**config.mk**
```make
export PLATFORM = sky130hd
export DESIGN_NAME = round_robin_switch_allocator_top
export DESIGN_NICKNAME = d
export VERILOG_FILES = /design/src/rrsa_pkg.sv /design/src/round_robin_switch_allocator_top.sv /design/src/rrsa_alloc.sv
export SDC_FILE = /design/constraint.sdc
export NUM_CORES = 1
export LEC_CHECK = 0
export BUFFER_PORTS_ARGS = -buffer_cell sky130_fd_sc_hd__buf_4
export CORE_MARGIN = 4
export CORE_UTILIZATION = 55
export DETAILED_ROUTE_END_ITERATION = 10
export PLACE_DENSITY = 0.71
export SLEW_MARGIN = 40
export SYNTH_ARGS = -nofsm -noshare
export SYNTH_HDL_FRONTEND = slang
export SYNTH_SLANG_ARGS = --single-unit
```
**constraint.sdc**
```tcl
create_clock -name clk_i -period 13.8 [get_ports clk_i]
set_clock_uncertainty 0.05 [all_clocks]
set_input_delay 1.38 -clock clk_i [delete_from_list [all_inputs] [get_ports clk_i]]
set_output_delay 1.38 -clock clk_i [all_outputs]
set_load 0.005 [all_outputs]
```
**src/rrsa_pkg.sv**
```systemverilog
`timescale 1ns / 1ps
// ----------------------------------------------------------------------------
// Round-robin switch allocator package
// Shared sizes, the arbitration pointer bundle and the grant bundle.
// ----------------------------------------------------------------------------
package rrsa_pkg;

  localparam int unsigned PORT_COUNT   = 4;
  localparam int unsigned NUM_NETWORKS = 2;
  localparam int unsigned NUM_CHANNELS = 2;

  localparam int unsigned PORT_W = 2;
  localparam int unsigned NET_W  = 1;
  localparam int unsigned CHAN_W = 1;
  localparam int unsigned NUM_REQ = PORT_COUNT * NUM_NETWORKS * NUM_CHANNELS;
  localparam int unsigned REQ_W  = PORT_W + NET_W + CHAN_W;

  localparam int unsigned IN_DATA_W  = 72;
  localparam int unsigned OUT_DATA_W = 40;

  // Rotating start points of the arbitration search.
  typedef struct packed {
    logic [PORT_W-1:0] recv;
    logic [PORT_W-1:0] send;
    logic [NET_W-1:0]  net;
    logic [CHAN_W-1:0] chan;
  } rrsa_ptr_t;

  // Result of one arbitration round.
  typedef struct packed {
    logic [NUM_REQ-1:0]           cleared;
    logic [PORT_COUNT-1:0]        dest_chan;
    logic [PORT_COUNT-1:0]        chan;
    logic [PORT_COUNT-1:0]        net;
    logic [PORT_COUNT*PORT_W-1:0] sender;
    logic [PORT_COUNT-1:0]        valid;
  } rrsa_grant_t;

endpackage

```
**src/round_robin_switch_allocator_top.sv**
```systemverilog
`timescale 1ns / 1ps
// ----------------------------------------------------------------------------
// Round-robin switch allocator, top level
// Path: an accepted item is held in the input register, and its result is then
// taken into the result register, which drives the output.
// Throughput: one item per cycle while the downstream side takes results, set by
// the single-pass allocation logic between the input and the result register.
// Reset: asynchronous, active low; all ports present, pointers at zero,
// both pipeline registers empty.
// ----------------------------------------------------------------------------
module round_robin_switch_allocator_top
  import rrsa_pkg::*;
(
  input  logic                  clk_i,
  input  logic                  rst_ni,

  // Configuration: port_present_mask, written when cfg_we_i is high.
  input  logic                  cfg_we_i,
  input  logic [PORT_COUNT-1:0] cfg_wdata_i,

  // Input items.
  input  logic                  s_axis_tvalid_i,
  output logic                  s_axis_tready_o,
  // tdata, lowest bit up: recv_busy[3:0], send_busy[7:4],
  // pending_requests[23:8], request_dest_ports[55:24], dest_channel_map[71:56].
  input  logic [IN_DATA_W-1:0]  s_axis_tdata_i,

  // Result items.
  output logic                  m_axis_tvalid_o,
  input  logic                  m_axis_tready_i,
  // tdata, lowest bit up: grant_valid[3:0], grant_sender[11:4],
  // grant_network[15:12], grant_channel[19:16], grant_dest_channel[23:20],
  // requests_cleared[39:24].
  output logic [OUT_DATA_W-1:0] m_axis_tdata_o
);

  // The present mask is a plain configuration register; the user must change it only
  // while the pipeline is empty (not enforced here); allocation reads it directly.
  logic [PORT_COUNT-1:0] present_q;

  always_ff @(posedge clk_i or negedge rst_ni) begin
    if (!rst_ni) begin
      present_q <= '1;
    end else if (cfg_we_i) begin
      present_q <= cfg_wdata_i;
    end
  end

  // Input register stage. It accepts a new item whenever it is empty or its
  // current item moves on to the result register in the same cycle.
  logic                 in_valid_q;
  logic [IN_DATA_W-1:0] in_data_q;
  logic                 out_valid_q;
  logic [OUT_DATA_W-1:0] out_data_q;
  logic                 alloc_fire;

  assign alloc_fire      = in_valid_q && (!out_valid_q || m_axis_tready_i);
  assign s_axis_tready_o = !in_valid_q || alloc_fire;

  always_ff @(posedge clk_i or negedge rst_ni) begin
    if (!rst_ni) begin
      in_valid_q <= 1'b0;
    end else if (s_axis_tready_o) begin
      in_valid_q <= s_axis_tvalid_i;
    end
  end

  always_ff @(posedge clk_i) begin
    if (s_axis_tready_o && s_axis_tvalid_i) begin
      in_data_q <= s_axis_tdata_i;
    end
  end

  // Rotating pointers. Every arbitration round advances each of them by one,
  // wrapping at its count; they step exactly when a round's result is taken
  // into the result register.
  rrsa_ptr_t ptr_q;

  always_ff @(posedge clk_i or negedge rst_ni) begin
    if (!rst_ni) begin
      ptr_q <= '0;
    end else if (alloc_fire) begin
      ptr_q.recv <= ptr_q.recv + PORT_W'(1);
      ptr_q.send <= ptr_q.send + PORT_W'(1);
      ptr_q.net  <= ptr_q.net + NET_W'(1);
      ptr_q.chan <= ptr_q.chan + CHAN_W'(1);
    end
  end

  // The allocation itself is a single combinational pass over the registered
  // item.
  rrsa_grant_t grant;

  rrsa_alloc u_alloc (
    .ptr_i           (ptr_q),
    .present_i       (present_q),
    .recv_busy_i     (in_data_q[3:0]),
    .send_busy_i     (in_data_q[7:4]),
    .pending_i       (in_data_q[23:8]),
    .dest_ports_i    (in_data_q[55:24]),
    .dest_chan_map_i (in_data_q[71:56]),
    .grant_o         (grant)
  );

  // Result register. It holds a finished item until the downstream side takes
  // it, while the input register can already hold the next one.
  always_ff @(posedge clk_i or negedge rst_ni) begin
    if (!rst_ni) begin
      out_valid_q <= 1'b0;
    end else if (!out_valid_q || m_axis_tready_i) begin
      out_valid_q <= in_valid_q;
    end
  end

  always_ff @(posedge clk_i) begin
    if (alloc_fire) begin
      out_data_q <= {grant.cleared, grant.dest_chan, grant.chan, grant.net,
                     grant.sender, grant.valid};
    end
  end

  assign m_axis_tvalid_o = out_valid_q;
  assign m_axis_tdata_o  = out_data_q;

endmodule

```
**src/rrsa_alloc.sv**
```systemverilog
`timescale 1ns / 1ps
// ----------------------------------------------------------------------------
// Round-robin switch allocator core
// One separable arbitration round: receivers in rotating order, each taking
// the first eligible sender, network and channel from the rotating pointers.
// ----------------------------------------------------------------------------
module rrsa_alloc
  import rrsa_pkg::*;
(
  input  rrsa_ptr_t                     ptr_i,
  input  logic [PORT_COUNT-1:0]         present_i,
  input  logic [PORT_COUNT-1:0]         recv_busy_i,
  input  logic [PORT_COUNT-1:0]         send_busy_i,
  input  logic [NUM_REQ-1:0]            pending_i,
  input  logic [NUM_REQ*PORT_W-1:0]     dest_ports_i,
  input  logic [NUM_REQ-1:0]            dest_chan_map_i,
  output rrsa_grant_t                   grant_o
);

  always_comb begin
    logic [PORT_COUNT-1:0] send_free;
    logic                 found;
    logic [PORT_W-1:0]    r;
    logic [PORT_W-1:0]    s;
    logic [NET_W-1:0]     vn;
    logic [CHAN_W-1:0]    vc;
    logic [REQ_W-1:0]     idx;
    logic [PORT_W-1:0]    s_sel;
    logic [REQ_W-1:0]     idx_sel;
    logic [NET_W-1:0]     vn_sel;
    logic [CHAN_W-1:0]    vc_sel;

    grant_o   = '0;
    send_free = present_i & ~send_busy_i;
    r = '0; s = '0; vn = '0; vc = '0; idx = '0;
    s_sel = '0; idx_sel = '0; vn_sel = '0; vc_sel = '0;

    for (int i = 0; i < PORT_COUNT; i++) begin
      r     = PORT_W'(ptr_i.recv + PORT_W'(i));
      found = 1'b0;
      if (present_i[r] && !recv_busy_i[r]) begin
        for (int j = 0; j < PORT_COUNT; j++) begin
          s = PORT_W'(ptr_i.send + PORT_W'(j));
          if (!found && (s != r) && send_free[s]) begin
            for (int a = 0; a < NUM_NETWORKS; a++) begin
              vn = NET_W'(ptr_i.net + NET_W'(a));
              for (int b = 0; b < NUM_CHANNELS; b++) begin
                vc  = CHAN_W'(ptr_i.chan + CHAN_W'(b));
                idx = {s, vn, vc};
                if (!found && pending_i[idx] &&
                    (dest_ports_i[{idx, 1'b0} +: PORT_W] == r)) begin
                  found   = 1'b1;
                  s_sel   = s;
                  idx_sel = idx;
                  vn_sel  = vn;
                  vc_sel  = vc;
                end
              end
            end
          end
        end
      end
      if (found) begin
        send_free[s_sel]                  = 1'b0;
        grant_o.valid[r]                  = 1'b1;
        grant_o.sender[{r, 1'b0} +: PORT_W] = s_sel;
        grant_o.net[r]                    = vn_sel[0];
        grant_o.chan[r]                   = vc_sel[0];
        grant_o.dest_chan[r]              = dest_chan_map_i[idx_sel];
        grant_o.cleared[idx_sel]          = 1'b1;
      end
    end
  end

endmodule
```
# After elaboration in Yosys (flattened, before gate mapping)
# Cells that the tools add are included.
# op_classes
n_bitwise	18
n_reduce_logical	237
n_eq_ne	80
mux	657
magnitude_cmp	42
add_sub_neg	12
n_shift	24
# op_table
operator	n
variable part select 32 x 6 -> 2 bit	16
2-to-1 mux 1 bit	415
2-to-1 mux 4 bit	87
logical AND 1 bit	169
2-to-1 mux 2 bit	84
2-to-1 mux 40 bit	4
equality test 2 bit	64
< comparator 4 x 5 -> 1 bit (second input constant)	20
binary-select mux 1 bit (select 4 bit)	20
zero test 1 bit	66
binary-select mux 1 bit (select 2 bit)	24
bitwise OR 16 bit	3
bitwise mux 4 bit	9
< comparator 2 x 3 -> 1 bit (second input constant)	11
inequality test 2 bit	16
variable shift 2 x 5 -> 8 bit (first input constant)	4
variable part select 2 x 5 -> 8 bit	4
bitwise AND 4 bit	7
bitwise mux 8 bit	3
negator 3 -> 5 bit	4
demux 1 bit (select 4 bit)	4
>= comparator 4 x 1 -> 1 bit (second input constant)	4
NOT 4 bit	4
demux 1 bit (select 2 bit)	7
7 further kinds	21
# totals
elab_cells	1079
regBits	124
output_inout_bits	42
input_bits	81

# Depth between registers and ports, before layout
# logic_depth
word_depth	409
mapped_depth	38
mapped_depth_nobuf	28

# Modules after synthesis
# A second synthesis with hierarchy kept.
# unflattened
cells_unflattened	1446
area_unflattened_um2	13780.7
# by_module_without_submodules
mod	n_inst	area_per_inst_um2	seq_area_each_um2	cells_per_inst
rrsa_alloc	1	9945.8	0.0	1303
round_robin_switch_allocator_top	1	3834.9	3668.5	143

# Worst setup path before layout
# No wires, ideal clock.
# synth_timing
path_type	register to register
startpoint	register ptr_q[0] in the netlist's numbering
endpoint	register out_data_q[20], in the netlist m_axis_tdata_o[20], data pin
t_required_ns	13.490
path_buffers	9
period_less_slack_ns	8.431
path_stages_with_launch	37
setup_slack_ns	5.369
arrival_time_ns	8.122
setup_time_ns	0.260
cell_sequence	dfrtp_1 buf_6 buf_12 buf_6 buf_2 buf_4 mux4_2 mux2_2 mux2i_2 nor3b_2 o31ai_2 mux2i_1 o21a_1 buf_4 nor3_2 a221o_1 a211oi_4 nor2_2 a221o_1 a21boi_2 nand3_1 a31o_1 buf_6 mux2i_1 or4_1 and3_1 buf_6 o221a_2 nor3_4 a21oi_1 o211a_1 nor2_1 buf_6 mux2_4 o211ai_2 nand4_2 mux2_2
# synth_lines
element	line_no	text
start, declared	round_robin_switch_allocator_top.sv:77	rrsa_ptr_t ptr_q;
end signal, assigned	round_robin_switch_allocator_top.sv:117	out_data_q <= {grant.cleared, grant.dest_chan, grant.chan, grant.net,
end, declared	round_robin_switch_allocator_top.sv:54	logic [OUT_DATA_W-1:0] out_data_q;

==> flow_metrics.env <==
export IMPL_firstDrtPassIters=6
export IMPL_crit_slowest_cell="dfrtp_4"
export IMPL_status="completed"
export IMPL_holdBufCountCts=0
export IMPL_worstPathArrival_ns=11.47
export IMPL_synth_top_area_share_pct=23.0
export IMPL_post_dp_hpwl_um=40500
export IMPL_drt_iter0_drc=2100
export IMPL_ant_nets=0
export IMPL_worstSetupStartpointType="flop"
export IMPL_critPathKind="reg -> reg"
export IMPL_grt_pass1_vias=13800
export IMPL_finalHoldViolations=0
export IMPL_path_max_fanout=42
export IMPL_synth_largest_area_cell="edfxtp_1"
export IMPL_fp_dieW_um=171
export IMPL_period_share_pct=82.0
export IMPL_ys_seq_area_share_pct=25.1
export IMPL_drv_slew=0
export IMPL_worstPathRequired_ns=13.94
export IMPL_rsz0062_at_grt="false"
export IMPL_max_stage_delay_ns=0.81
export IMPL_post_cts_buffers=0
export IMPL_ff2ff_path_depth=30
export IMPL_numClockSinks=124
export IMPL_cts_root_buf="clkbuf_16"
export IMPL_dr_wl_met3_um=6040
export IMPL_r2r_slack_ns=2.48
export IMPL_synth_avg_cell_area_um2=9.02
export IMPL_grt_max_degree=73
export IMPL_finalWeightedCongestion=1.04
export IMPL_routed_top_layer="met4"
export IMPL_ys_ff_latch=124
export IMPL_hold_path_class="reg -> reg"
export IMPL_n_fill_cell=2232
export IMPL_syn_inst=1621
export IMPL_synth_edf_count=112
export IMPL_die_y_um=171
export IMPL_met2WireLength_um=23600
export IMPL_r2r_start="ptr_q[0]"
export IMPL_wl_met1_um=21500
export IMPL_syn_cell_area_um2=14600
export IMPL_drive_gt1_share_pct=23.4
export IMPL_relSlewSlack_pct=45.6
export IMPL_async_reset_ff_share_pct=9.68
export IMPL_timing_critical_path_to="m_axis_tdata_o[22]"
export IMPL_post_cts_resize_count=0
export IMPL_totalWireLength_um=53800
export IMPL_start_util_pct=56.0
export IMPL_synth_commonest_cells="175 x nand2_1, 157 x nor2_1, 112 x edfxtp_1, 103 x a21oi_1, 99 x mux2i_1"
export IMPL_io_pins=123
export IMPL_synth_top_flop_cell="edfxtp_1"
export IMPL_yosysMostFrequentCell="nand2_1"
export IMPL_critical_path_depth=30
export IMPL_rows=59
export IMPL_diodes=0
export IMPL_synth_distinct_cells=125
export IMPL_numCtsBuffers=17
export IMPL_grt_pass1_wl_um=81200
export IMPL_clockBufferDepth=2
export IMPL_synth_nets=1710
export IMPL_grt_use_total_pct=36.1
export IMPL_nets=1786
export IMPL_cts_tree="built"
export IMPL_remaining_drc_errors=0
export IMPL_wl_per_cell_um=26.3
export IMPL_overflow=0
export IMPL_end_kind="flop"
export IMPL_crit_family="compound AO/OA/AOI/OAI gates"
export IMPL_coreArea_um2=26100
export IMPL_port_buffers=122
export IMPL_crit_start="ptr_q[0]"
export IMPL_clkSlewWorstSetupHoldPaths_ns=0.07
export IMPL_tightest_slew_ns=0.816
export IMPL_h_tree_depth=4
export IMPL_reg2reg_to="m_axis_tdata_o[22]"
export IMPL_yosys_warnings=0
export IMPL_die_area_um2=29300
export IMPL_period_needed_ns=11.32
export IMPL_via_count=14500
export IMPL_setup_viol=0
export IMPL_viasPerCell=7.11
export IMPL_fin_tns_setup_ns=0
export IMPL_areaGrowthSynthToFinish_pct=11.8
export IMPL_antenna_found_initial=0
export IMPL_drv_cap=0
export IMPL_path_buf_inv=2
export IMPL_worstSkewPairLatency_ns=0.44
export IMPL_timing_fmax_mhz=88.3
export IMPL_synth_top_cells_by_area="edfxtp_1 23%, mux4_2 11%, mux2i_1 6.8%, nand2_1 4.5%, nor2_1 4.0%"
[how the worst min path moves through the flow]
stage,start,end,slack [ns],depth (start not counted)
finish,in_valid_q,m_axis_tvalid_o,0.46,1
detailed placement,in_valid_q,m_axis_tvalid_o,0.48,1
CTS,in_valid_q,m_axis_tvalid_o,0.47,1
global placement,in_valid_q,m_axis_tvalid_o,0.42,1
global route,in_valid_q,m_axis_tvalid_o,0.50,1
floorplan,in_valid_q,m_axis_tvalid_o,0.41,1
[sequential cells by signal, indices dropped and copies added (netlist names)]
signal / cells
in_valid_q: 1
ptr_q: 6
present_q: 4
m_axis_tdata_o: 40
in_data_q: 72
m_axis_tvalid_o: 1
[metrics by stage]
stage          std cells  hold WS (ns)  utilization, %  instance area [um^2]  setup slack (ns)
2_1_floorplan       1621         0.407               -                 14600              5.37
3_3_place_gp        2011         0.422            60.0                 15700              2.77
3_5_place_dp        2011         0.476            60.0                 15700              2.70
4_1_cts             2043         0.473            62.4                 16300              2.68
5_1_grt             2045         0.498            62.6                 16300              1.79
6_report            2045         0.460            62.6                 16300              2.48
[worst reg2reg max path: cells and delay by family (launching register included)]
family          cells  cell delay, ns
compound gates     15            5.23
flops               1            0.81
mux                 4            1.60
simple gates        9            2.50
buf+inv             2            0.91
[area by class of cell]
cell class                 count  area [um^2]  share of cell area (%)
clock buffer                  18          429                    2.63
inverter                      33          126                   0.773
timing repair buffer         154         1180                    7.25
tap                          335          419                    2.56
clock inverter                14          184                    1.13
sequential                   124         3680                    22.5
multi-input combinational   1367        10300                    63.1
[kinds of logic (layout without fill, tap and decap cells)]
kind of cell	Yosys count	after routing	synth area share, %
AOI/OAI and AO/OA	472	472	23.8
buffers and inverters	130	219	4.54
muxes	227	227	22.3
xor gates and xnor gates	54	54	3.23
adders and majority gates	8	8	0.684
DFF	124	124	25.1
and+or+nand+nor	606	606	20.4
[cell usage in the layout, fill, tap and decap left out, types with 8 or more instances in the layout]
master and instances:
a211oi_1 14, a21oi_1 102, a222oi_1 8, a31oi_1 18, and2_1 17, and3_1 12
buf_4 151, clkbuf_16 17, edfxtp_1 112, ha_1 8, inv_1 30, mux2_2 49
mux2i_1 99, mux4_2 71, nand2_1 175, nand2b_1 30, nand3_1 34, nand4_1 12
nor2_1 156, nor2b_1 22, nor3_1 56, nor3b_1 18, o211ai_1 34, o21a_1 12
o21ai_0 83, o21ai_1 11, o22ai_1 27, o31a_1 10, or2_2 13, or3_1 11
xnor2_1 45, xor2_1 9
[metal layers]
| layer | global-route usage [%] | vias up |
|---|---|---|
| li1 | - | 6466 |
| met1 | 48.2 | 6951 |
| met2 | 55.1 | 946 |
| met3 | 10.8 | 176 |
| met4 | 15.1 | 0 |
| met5 | 0 | - |
Power is not shown: default switching activity piles up to over one toggle a cycle in this logic, so the estimate is an artifact.
